File: src/rtcfe_pkg.sv
// rtcfe_pkg: shared types, constants and the field decode function for the
// RTC-fields-to-epoch-seconds pipeline. No dependencies.
`timescale 1ns / 1ps

package rtcfe_pkg;

   // Calendar constants (civil-to-days with 400-year eras, March-based year)
   localparam int DAYS_PER_ERA  = 146097;
   localparam int EPOCH_SHIFT   = 719468;
   localparam int SECS_PER_DAY  = 86400;
   localparam int SECS_PER_HOUR = 3600;
   localparam int SECS_PER_MIN  = 60;
   localparam int MONTH_COEF    = 153;

   // Day number of 2000-03-01 and of 1999-03-01 relative to 1970-01-01
   localparam int DAYS_2000 = 5 * DAYS_PER_ERA - EPOCH_SHIFT;
   localparam int DAYS_1999 = 4 * DAYS_PER_ERA - EPOCH_SHIFT
                              + 399 * 365 + 399 / 4 - 399 / 100;

   // x / 5 as (x * DIV5_MUL) >> DIV5_SHIFT, exact for x below 81920
   localparam int DIV5_MUL   = 52429;
   localparam int DIV5_SHIFT = 18;

   localparam int FIELD_W = 8;   // raw and decoded field width
   localparam int M153_W  = 16;  // 153 * mp + 2
   localparam int QUOT_W  = 13;  // (153 * mp + 2) / 5
   localparam int DAYS_W  = 17;  // day count, always positive
   localparam int HMS_W   = 20;  // hour/minute/second part in seconds
   localparam int EPOCH_W = 34;  // result width

   localparam logic [FIELD_W-1:0] FIRST_MARCH_MONTH = 8'd3;

   // Decoded clock fields plus valid, first pipeline stage output
   typedef struct packed {
      logic               valid;
      logic [FIELD_W-1:0] second;
      logic [FIELD_W-1:0] minute;
      logic [FIELD_W-1:0] hour;
      logic [FIELD_W-1:0] day;
      logic [FIELD_W-1:0] month;
      logic [FIELD_W-1:0] year;
   } dec_fields_type;

   // Day count and time-of-day seconds plus valid
   typedef struct packed {
      logic              valid;
      logic [DAYS_W-1:0] days;
      logic [HMS_W-1:0]  hms;
   } day_fields_type;

   // Field decode: raw byte in binary mode, else low nibble plus ten times high nibble (nibbles above 9 kept)
   function automatic logic [FIELD_W-1:0] field_decode(input logic [FIELD_W-1:0] raw,
                                                        input logic binary);
      logic [3:0] hi;
      logic [3:0] lo;
      hi = raw[7:4];
      lo = raw[3:0];
      if (binary) begin
         return raw;
      end
      return {1'b0, hi, 3'b000} + {3'b000, hi, 1'b0} + {4'b0000, lo};
   endfunction

endpackage

File: src/rtcfe_decode.sv
// rtcfe_decode: first pipeline stage, BCD or binary decode of the six fields.
// Depends on rtcfe_pkg.
`timescale 1ns / 1ps

module rtcfe_decode (
   input  logic                    clock,
   input  logic                    reset,
   input  logic                    in_valid,
   input  logic                    binary_mode,
   input  logic [7:0]              raw_second,
   input  logic [7:0]              raw_minute,
   input  logic [7:0]              raw_hour,
   input  logic [7:0]              raw_day,
   input  logic [7:0]              raw_month,
   input  logic [7:0]              raw_year,
   output rtcfe_pkg::dec_fields_type dec_out
);

   rtcfe_pkg::dec_fields_type dec_ff;
   rtcfe_pkg::dec_fields_type dec_in;

   // Decode each byte per mode
   always_comb begin
      dec_in.valid  = in_valid;
      dec_in.second = rtcfe_pkg::field_decode(raw_second, binary_mode);
      dec_in.minute = rtcfe_pkg::field_decode(raw_minute, binary_mode);
      dec_in.hour   = rtcfe_pkg::field_decode(raw_hour, binary_mode);
      dec_in.day    = rtcfe_pkg::field_decode(raw_day, binary_mode);
      dec_in.month  = rtcfe_pkg::field_decode(raw_month, binary_mode);
      dec_in.year   = rtcfe_pkg::field_decode(raw_year, binary_mode);
   end

   always_ff @(posedge clock) begin
      if (reset) begin
         dec_ff <= '0;
      end else begin
         dec_ff <= dec_in;
      end
   end

   assign dec_out = dec_ff;

endmodule

File: src/rtcfe_days.sv
// rtcfe_days: three pipeline stages from decoded fields to the day count
// since 1970-01-01 and the time-of-day seconds. Depends on rtcfe_pkg.
`timescale 1ns / 1ps

module rtcfe_days (
   input  logic                      clock,
   input  logic                      reset,
   input  rtcfe_pkg::dec_fields_type dec_in,
   output rtcfe_pkg::day_fields_type day_out
);

   localparam int FW = rtcfe_pkg::FIELD_W;
   localparam int MW = rtcfe_pkg::M153_W;
   localparam int QW = rtcfe_pkg::QUOT_W;
   localparam int DW = rtcfe_pkg::DAYS_W;
   localparam int HW = rtcfe_pkg::HMS_W;

   // Stage A: month/year shift, year days, month numerator, hms
   logic          early_month;
   logic          year_1999;
   logic [FW-1:0] mp;
   logic [FW-1:0] yoe;
   logic [1:0]    cent;

   logic          va_ff,    va_in;
   logic [MW-1:0] m153_ff,  m153_in;
   logic [DW-1:0] yd_a_ff,  yd_a_in;
   logic [FW-1:0] day_a_ff;
   logic [HW-1:0] hms_a_ff, hms_a_in;

   always_comb begin
      early_month = dec_in.month < rtcfe_pkg::FIRST_MARCH_MONTH;
      mp          = early_month ? (dec_in.month + 8'd9) : (dec_in.month - 8'd3);
      year_1999   = early_month && (dec_in.year == '0);
      yoe         = early_month ? (dec_in.year - 8'd1) : dec_in.year;
      if (yoe >= 8'd200) begin
         cent = 2'd2;
      end else if (yoe >= 8'd100) begin
         cent = 2'd1;
      end else begin
         cent = 2'd0;
      end
      va_in   = dec_in.valid;
      m153_in = MW'(mp) * MW'(rtcfe_pkg::MONTH_COEF) + MW'(2);
      if (year_1999) begin
         yd_a_in = DW'(rtcfe_pkg::DAYS_1999);
      end else begin
         yd_a_in = DW'(rtcfe_pkg::DAYS_2000) + DW'(yoe) * DW'(365)
                   + DW'(yoe[FW-1:2]) - DW'(cent);
      end
      hms_a_in = HW'(dec_in.hour) * HW'(rtcfe_pkg::SECS_PER_HOUR)
                 + HW'(dec_in.minute) * HW'(rtcfe_pkg::SECS_PER_MIN)
                 + HW'(dec_in.second);
   end

   always_ff @(posedge clock) begin
      if (reset) begin
         va_ff <= 1'b0;
      end else begin
         va_ff <= va_in;
      end
      m153_ff  <= m153_in;
      yd_a_ff  <= yd_a_in;
      day_a_ff <= dec_in.day;
      hms_a_ff <= hms_a_in;
   end

   // Stage B: divide month numerator by five through reciprocal multiply
   logic [31:0]   div_prod;
   logic          vb_ff;
   logic [QW-1:0] quot_ff,  quot_in;
   logic [DW-1:0] yd_b_ff;
   logic [FW-1:0] day_b_ff;
   logic [HW-1:0] hms_b_ff;

   always_comb begin
      div_prod = 32'(m153_ff) * 32'(rtcfe_pkg::DIV5_MUL);
      quot_in  = div_prod[rtcfe_pkg::DIV5_SHIFT +: QW];
   end

   always_ff @(posedge clock) begin
      if (reset) begin
         vb_ff <= 1'b0;
      end else begin
         vb_ff <= va_ff;
      end
      quot_ff  <= quot_in;
      yd_b_ff  <= yd_a_ff;
      day_b_ff <= day_a_ff;
      hms_b_ff <= hms_a_ff;
   end

   // Stage C: total day count (never negative, so modular add is exact)
   logic          vc_ff;
   logic [DW-1:0] days_ff, days_in;
   logic [HW-1:0] hms_c_ff;

   always_comb begin
      days_in = yd_b_ff + DW'(quot_ff) + DW'(day_b_ff) - DW'(1);
   end

   always_ff @(posedge clock) begin
      if (reset) begin
         vc_ff <= 1'b0;
      end else begin
         vc_ff <= vb_ff;
      end
      days_ff  <= days_in;
      hms_c_ff <= hms_b_ff;
   end

   assign day_out.valid = vc_ff;
   assign day_out.days  = days_ff;
   assign day_out.hms   = hms_c_ff;

endmodule

File: src/rtcfe_secs.sv
// rtcfe_secs: two pipeline stages, day count times 86400, then the
// time-of-day seconds added. Depends on rtcfe_pkg.
`timescale 1ns / 1ps

module rtcfe_secs (
   input  logic                               clock,
   input  logic                               reset,
   input  rtcfe_pkg::day_fields_type          day_in,
   output logic                               out_valid,
   output logic [rtcfe_pkg::EPOCH_W-1:0]      out_seconds
);

   localparam int EW = rtcfe_pkg::EPOCH_W;
   localparam int HW = rtcfe_pkg::HMS_W;

   // Stage D: days to seconds
   logic          vd_ff;
   logic [EW-1:0] prod_ff, prod_in;
   logic [HW-1:0] hms_ff;

   always_comb begin
      prod_in = EW'(day_in.days) * EW'(rtcfe_pkg::SECS_PER_DAY);
   end

   always_ff @(posedge clock) begin
      if (reset) begin
         vd_ff <= 1'b0;
      end else begin
         vd_ff <= day_in.valid;
      end
      prod_ff <= prod_in;
      hms_ff  <= day_in.hms;
   end

   // Stage E: final sum into the output register
   logic          ve_ff;
   logic [EW-1:0] total_ff, total_in;

   always_comb begin
      total_in = prod_ff + EW'(hms_ff);
   end

   always_ff @(posedge clock) begin
      if (reset) begin
         ve_ff <= 1'b0;
      end else begin
         ve_ff <= vd_ff;
      end
      total_ff <= total_in;
   end

   assign out_valid   = ve_ff;
   assign out_seconds = total_ff;

endmodule

File: src/rtc_fields_to_epoch_seconds_unit.sv
// Converts six raw RTC register bytes (BCD or binary) into seconds since
// 1970-01-01 00:00:00. A new transaction may start in every clock cycle:
// busy is never raised, and each result appears on rsp_epoch_seconds with
// rsp_valid high for one cycle, in start order, after passing through the
// six-stage pipeline (decode, calendar terms, divide-by-five multiply, day
// sum, seconds-per-day multiply, final add). Results cannot be held off, so
// the receiver must take every one. csr_wdata selects binary fields (1) or
// BCD fields (0); write it only while no transaction is in flight. Depends
// on rtcfe_pkg and the rtcfe_decode, rtcfe_days and rtcfe_secs modules.
`timescale 1ns / 1ps

module rtc_fields_to_epoch_seconds_unit (
   input  logic        clock,
   input  logic        reset,
   input  logic        start,
   output logic        busy,
   input  logic [7:0]  req_raw_second,
   input  logic [7:0]  req_raw_minute,
   input  logic [7:0]  req_raw_hour,
   input  logic [7:0]  req_raw_day,
   input  logic [7:0]  req_raw_month,
   input  logic [7:0]  req_raw_year,
   output logic        rsp_valid,
   output logic [33:0] rsp_epoch_seconds,
   input  logic        csr_we,
   input  logic        csr_wdata
);

   // Mode register
   logic binary_mode_ff, binary_mode_in;

   always_comb begin
      binary_mode_in = csr_we ? csr_wdata : binary_mode_ff;
   end

   always_ff @(posedge clock) begin
      if (reset) begin
         binary_mode_ff <= 1'b0;
      end else begin
         binary_mode_ff <= binary_mode_in;
      end
   end

   // Fully pipelined, never stalls
   assign busy = 1'b0;

   rtcfe_pkg::dec_fields_type dec_fields;
   rtcfe_pkg::day_fields_type day_fields;

   rtcfe_decode u_decode (
      .clock       (clock),
      .reset       (reset),
      .in_valid    (start & ~busy),
      .binary_mode (binary_mode_ff),
      .raw_second  (req_raw_second),
      .raw_minute  (req_raw_minute),
      .raw_hour    (req_raw_hour),
      .raw_day     (req_raw_day),
      .raw_month   (req_raw_month),
      .raw_year    (req_raw_year),
      .dec_out     (dec_fields)
   );

   rtcfe_days u_days (
      .clock   (clock),
      .reset   (reset),
      .dec_in  (dec_fields),
      .day_out (day_fields)
   );

   rtcfe_secs u_secs (
      .clock       (clock),
      .reset       (reset),
      .day_in      (day_fields),
      .out_valid   (rsp_valid),
      .out_seconds (rsp_epoch_seconds)
   );

endmodule

File: config.mk
export PLATFORM = sky130hd
export DESIGN_NAME = rtc_fields_to_epoch_seconds_unit
export DESIGN_NICKNAME = d
export VERILOG_FILES = /design/src/rtcfe_pkg.sv /design/src/rtcfe_decode.sv /design/src/rtcfe_days.sv /design/src/rtcfe_secs.sv /design/src/rtc_fields_to_epoch_seconds_unit.sv
export SDC_FILE = /design/constraint.sdc
export NUM_CORES = 1
export LEC_CHECK = 0
export BUFFER_PORTS_ARGS = -buffer_cell sky130_fd_sc_hd__buf_2
export CAP_MARGIN = 15
export CORE_MARGIN = 2
export CORE_UTILIZATION = 55
export CTS_BUF_LIST = sky130_fd_sc_hd__clkbuf_16
export DETAILED_ROUTE_END_ITERATION = 6
export GPL_TIMING_DRIVEN = 1
export MAX_ROUTING_LAYER = met4
export PLACE_DENSITY_LB_ADDON = 0.3
export SLEW_MARGIN = 20
export SYNTH_ARGS = -nofsm -noshare
export SYNTH_HDL_FRONTEND = slang
export SYNTH_HIERARCHICAL = 1
export SYNTH_SLANG_ARGS = --single-unit
File: constraint.sdc
create_clock -name clock -period 6.4 [get_ports clock]
set_input_delay 0.96 -clock clock [delete_from_list [all_inputs] [get_ports clock]]
set_output_delay 0.96 -clock clock [all_outputs]
set_load 0.01 [all_outputs]
## After elaboration in Yosys (flattened, before gate mapping)

Index checks and enable logic that the tools add are counted.

| operators by class | value |
|---|---|
| add/subtract/negate cells | 25 |
| $mul | 6 |
| $lt $le $gt $ge | 3 |
| multiplexer cells | 17 |
| reduce and logical (&&, ||, !) cells | 2 |

Operators by type and width:

| operator | count |
|---|---|
| $mux W8 | 14 |
| $add A7 B5 Y8 | 6 |
| $add A8 B4 Y8 | 6 |
| $add A34 B20 Y34 | 1 |
| $mul A8 B8 Y16 const B | 2 |
| $mul A16 B16 Y31 const B | 1 |
| $mul A17 B10 Y27 const B | 1 |
| $add A20 B14 Y20 | 1 |
| $add A20 B8 Y20 | 1 |
| $add A14 B17 Y17 const A | 1 |
| $add A17 B13 Y17 | 1 |
| $add A17 B6 Y17 | 1 |
| $add A17 B8 Y17 | 1 |
| $mul A8 B9 Y17 const B | 1 |
| $sub A17 B1 Y17 const B | 1 |
| $sub A17 B2 Y17 | 1 |
| $add A16 B2 Y16 const B | 1 |
| $mul A8 B4 Y12 const B | 1 |
| $add A8 B4 Y8 const B | 1 |
| $ge A8 B7 Y1 const B | 1 |
| $ge A8 B8 Y1 const B | 1 |
| $logic_not A8 Y1 | 1 |
| $lt A8 B2 Y1 const B | 1 |
| $sub A8 B1 Y8 const B | 1 |
| other kinds (4) | 5 |

| word-level totals | value |
|---|---|
| register bits | 292 |
| input bits | 53 |
| output and inout port bits | 36 |
| logic and storage cells | 79 |

## Longest topological paths before layout

| depth | value |
|---|---|
| word-level depth | 6 |
| depth in mapped cells | 26 |
| depth with buffers taken out | 26 |

## Hierarchy

Netlist, hierarchy kept.

By module, submodules not included:

| module | instances | cells an instance | area an instance (um^2) | seq. area each (um^2) |
|---|---|---|---|---|
| rtcfe_days | 1 | 1456 | 14821.7 | 3183.1 |
| rtcfe_secs | 1 | 563 | 5556.6 | 1661.6 |
| rtcfe_decode | 1 | 336 | 3114.2 | 980.9 |
| rtc_fields_to_epoch_seconds_unit | 1 | 5 | 45.0 | 20.0 |

## Worst setup path after synthesis

No wires, ideal clock.

| timing | value |
|---|---|
| path type | flip-flop to flip-flop |
| from | reg u_decode.dec_ff (netlist bit u_decode/dec_out[8]) |
| to | reg u_days.yd_a_ff[15] |
| library setup time | 0.116 ns |
| data arrival time | 5.420 ns |
| data required time | 6.284 ns |
| slack | 0.864 ns |
| stages on the path, launching flop included | 23 |
| buffers on the path | 0 |
| period minus slack after synthesis | 5.536 ns |
| cell sequence | dfxtp_1 -> ha_1 -> nor4_4 -> nand2_4 -> or4_1 -> xor2_1 -> inv_1 -> ha_1 -> inv_1 -> fa_1 -> inv_1 -> fa_1 -> fa_1 -> inv_1 -> fa_1 -> inv_1 -> ha_1 -> nand4_1 -> and3_1 -> nor3_1 -> o2111ai_1 -> a21boi_0 -> and3b_1 |

| on the way | value |
|---|---|
| longest elaborated chain between the ends | 6 |
| elaborated cells on any way between the ends | 11 |
| classes of those cells | 3 x add/sub; 1 x mul; 3 x order compare; 3 x mux; 1 x reduce/logical |

Ends and longest elaborated chain:

| what | line | text |
|---|---|---|
| start: declaration | rtcfe_decode.sv:19 | `rtcfe_pkg::dec_fields_type dec_ff;` |
| start signal: assignment | rtcfe_decode.sv:37 | `dec_ff <= dec_in;` |
| $lt A8 B2 Y1 * | rtcfe_days.sv:32 | `early_month = dec_in.month < rtcfe_pkg::FIRST_MARCH_MONTH;` |
| $mux W8 | rtcfe_days.sv:35 | `yoe = early_month ? (dec_in.year - 8'd1) : dec_in.year;` |
| $mul A8 B9 Y17 or $ge A8 B7 Y1 (tied branches) | rtcfe_days.sv:48, rtcfe_days.sv:38 |  |
| $add A14 B17 Y17 or $mux W1 (tied branches) | rtcfe_days.sv:48, rtcfe_days.sv:38 |  |
| $add A17 B6 Y17 or $mux W2 (tied branches) | rtcfe_days.sv:49, rtcfe_days.sv:36 |  |
| $sub A17 B2 Y17 | rtcfe_days.sv:49 | `+ DW'(yoe[FW-1:2]) - DW'(cent);` |
| end signal: assignment | rtcfe_days.sv:63 | `yd_a_ff <= yd_a_in;` |
| end: declaration | rtcfe_days.sv:27 | `logic [DW-1:0] yd_a_ff, yd_a_in;` |

Every way passes the cells marked *; elsewhere a longest branch is shown, timed or not.
A chain may end at the register's enable or synchronous reset.

## Final worst setup path

Ends and elaborated chain as after synthesis.

==> run_results.csv <==
group,metric,value,unit
status,status,"finished, final reports clean",
detailed_routing,drc,0,
die,initial_core_util,55.9,%
cells_and_area,layout_common_cells,"ha_1 (493), inv_1 (476), dfxtp_1 (291)",
die,core.rowCount,75,
detailed_routing,via_per_inst,5.26,
cells_and_area,drive_gt1_share,6.88,%
setup_path,worstSetupStartpointType,"flop",
job,max_cap_viol_count,0,
detailed_routing,drt-pass1-iter-count,5,
timing,worst_slew_pin_slew,0.749,ns
hold_path,hold_class,"reg2reg",
die,fp.dieH,211,um
die,dieWidth,211,um
detailed_routing,drt-total-wl,44.6,mm
grt,grt_pass1_wl,76.5,mm
grt,grt_pass1_vias,16700,
setup_path,crit_path_end_kind,"flop",
setup_path,worstSetupPathType,"reg2reg",
clock_network,cts_root_buf,"clkbuf_16",
clock_network,cts_tree,"built",
synth,yosys_warnings,6,
cells_and_area,antennaDiodeCount,0,
timing,tns,0,ns
synth,syn_avg_cell_area,9.97,um^2
timing,timing.final.crit_share,94.1,%
die,die-area,0.0445,mm^2
grt,grt_start_max_net_pins,69,
grt,gr-total-overflow,0,
synth,yosysUniqueCellTypes,77,
placed_design,place_congestion,0.935,
detailed_routing,drtIter0Drc,613,
detailed_routing,avgRoutedWirePerCell,14.8,um
synth,synth_seq_cells,292,
clock_network,htreeDepth,2,
timing,finalHoldViolations,0,
synth,async_flop_share,0,%
synth,synth_nets,3103,
synth,synthesis.area,0.0235,mm^2
clock_network,clk_latency,0.56,ns
die,coreArea,0.0421,mm^2
clock_network,cts.path.max_buffers,3,
synth,yosysSeqAreaShare,24.8,%
die,io_pins,89,
grt,antenna_found_initial,0,
detailed_routing,vias,15900,
detailed_routing,detail-route-antenna-nets,0,
timing,layout_setup_ws,0.378,ns
clock_network,clk_pin_slew_worst_paths,0.07,ns
grt,grtUsageTotal,21.7,%
timing,max-slew-margin-rel,49.4,%
cells_and_area,fillers,3486,
placed_design,dp_hpwl,37.3,mm
synth,synth_cells,2360,
timing,min_period,6.02,ns
synth,ys.flop_type,"dfxtp_1",
cells_and_area,nets,3204,
timing,grt_setup_unrepaired,"false",
cells_and_area,register_area,0.00585,mm^2
setup_path,arrival,6.46,ns
cells_and_area,multiInputGateArea,0.0158,mm^2
cells_and_area,final_common_cell,"ha_1",
timing,max_freq,0.166,GHz
placed_design,portBuffers,87,
timing,finClkSkew,0.0369,ns
setup_path,path_max_fanout,10,
clock_network,clkSinkCount,292,
setup_path,critPathRequiredTime,6.84,ns
placed_design,pre_cts_ws,0.355,ns
synth,synth-edff-count,0,
cells_and_area,syn_to_final_growth,9.13,%
timing,setup_violations,0,
timing,final_max_slew_viol_count,0,
clock_network,cts_buffers,34,
critical path, cell delays in order, from the launching register on:
cell	delay, ns
dfxtp_1	0.35
ha_1	0.27
nor4_4	0.27
nand2_4	0.16
or4_1	0.51
xor2_1	0.18
inv_1	0.20
ha_1	0.18
inv_1	0.05
fa_1	0.53
inv_1	0.05
fa_1	0.47
fa_1	0.54
inv_1	0.05
fa_1	0.53
inv_1	0.04
ha_1	0.31
nand4_1	0.16
and3_1	0.22
nor3_1	0.26
o2111ai_1	0.20
a21boi_0	0.17
and3b_1	0.18
through the flow:
| stage | std cells | instance area [um^2] | util (%) | hold slack (ns) |
|---|---|---|---|---|
| after floorplan | 2360 | 23500 | - | 0.310 |
| after global placement | 2964 | 24500 | 58.2 | 0.310 |
| after detailed placement | 2964 | 24500 | 58.2 | 0.312 |
| after CTS | 3024 | 25700 | 60.9 | 0.301 |
| after global routing | 3024 | 25700 | 61.0 | 0.307 |
| final | 3024 | 25700 | 61.0 | 0.295 |
cell families after synthesis:
kind of cell	share of synthesized area, %
fa+ha+maj	43.0
buf+inv	8.19
simple gates	8.19
compound gates	9.65
flops	24.8
xor+xnor	5.27
mux	0.893
other cells	0.0159
final timing paths:
path | start | slack, ns | to | cells after the start
setup / recovery | u_decode/dec_out[8]$_SDFF_PP0_ | 0.38 | u_days/yd_a_ff[15]$_SDFF_PP0_ | 22
hold / removal | u_days/hms_c_ff[15]$_DFF_P_ | 0.30 | u_secs/hms_ff[15]$_DFF_P_ | 0
setup reg to reg | u_decode/dec_out[8]$_SDFF_PP0_ | 0.38 | u_days/yd_a_ff[15]$_SDFF_PP0_ | 22
hold reg to reg | u_days/hms_c_ff[15]$_DFF_P_ | 0.30 | u_secs/hms_ff[15]$_DFF_P_ | 0
cells in the mapped netlist, drive strengths merged, types with 3 or more instances:
cell | n | share of area [%]
and3 | 13 | 0.35
a2111o | 6 | 0.29
a221oi | 3 | 0.14
nor2 | 107 | 1.7
xor2 | 53 | 2.0
or3 | 13 | 0.37
ha | 493 | 26
o311a | 7 | 0.30
clkbuf | 8 | 0.13
nor3b | 13 | 0.41
inv | 474 | 7.6
a211o | 11 | 0.41
o31ai | 4 | 0.13
nand2b | 20 | 0.53
a21o | 40 | 1.3
nand2 | 82 | 1.3
o21ai | 49 | 1.1
dfxtp | 292 | 25
o21a | 20 | 0.64
nand3 | 26 | 0.55
a211oi | 15 | 0.48
a21oi | 109 | 2.3
o221ai | 9 | 0.33
fa | 197 | 17
nor3 | 30 | 0.66
buf | 18 | 0.50
nand4b | 4 | 0.15
nor4 | 3 | 0.14
mux2i | 21 | 0.89
a21boi | 10 | 0.32
a221o | 3 | 0.13
xnor2 | 87 | 3.3
nor2b | 26 | 0.69
o211ai | 11 | 0.35
a31oi | 7 | 0.19
nand4 | 12 | 0.32
o311ai | 4 | 0.15
nand3b | 12 | 0.38
or2 | 10 | 0.27
o21bai | 10 | 0.32
sequential cells by signal (all words and copies together), names as in the netlist, 8 cells and up:
name and count:
u_secs/prod_ff 27, u_days/m153_ff 16, u_secs/hms_ff 20, u_days/hms_b_ff 20, u_days/days_ff 17, u_decode/dec_out 49
u_days/yd_a_ff 17, u_secs/out_seconds 34, u_days/hms_c_ff 20, u_days/day_a_ff 8, u_days/quot_ff 13, u_days/yd_b_ff 17
u_days/day_b_ff 8, u_days/hms_a_ff 20
what timing repair did:
item                                    4_1_cts  5_1_grt
resized for setup                             0        1
endpoints found under the setup margin        0        1
hold buffers                                  0        0
endpoints found under the hold margin         0        0
setup buffers                                 0        0
cell type report:
type,instances,area share (%)
Multi-Input combinational cell,1568,61.4
Sequential cell,292,22.8
Inverter,474,6.93
Clock buffer,35,3.41
Tap cell,539,2.63
Timing Repair Buffer,91,1.81
Clock inverter,25,1.06
metal layers:
metal  track usage, %  routed length [um]  vias up
met3             3.55                1770       92
met2             36.8               21100      294
met4             7.09                1350        0
li1                 -                   -     7999
met1             26.4               20400     7529
met5                -                   0        -
Power is left out: the tool's default activity adds up to more than one toggle a clock period on the data nets, which glitch-free logic cannot reach.
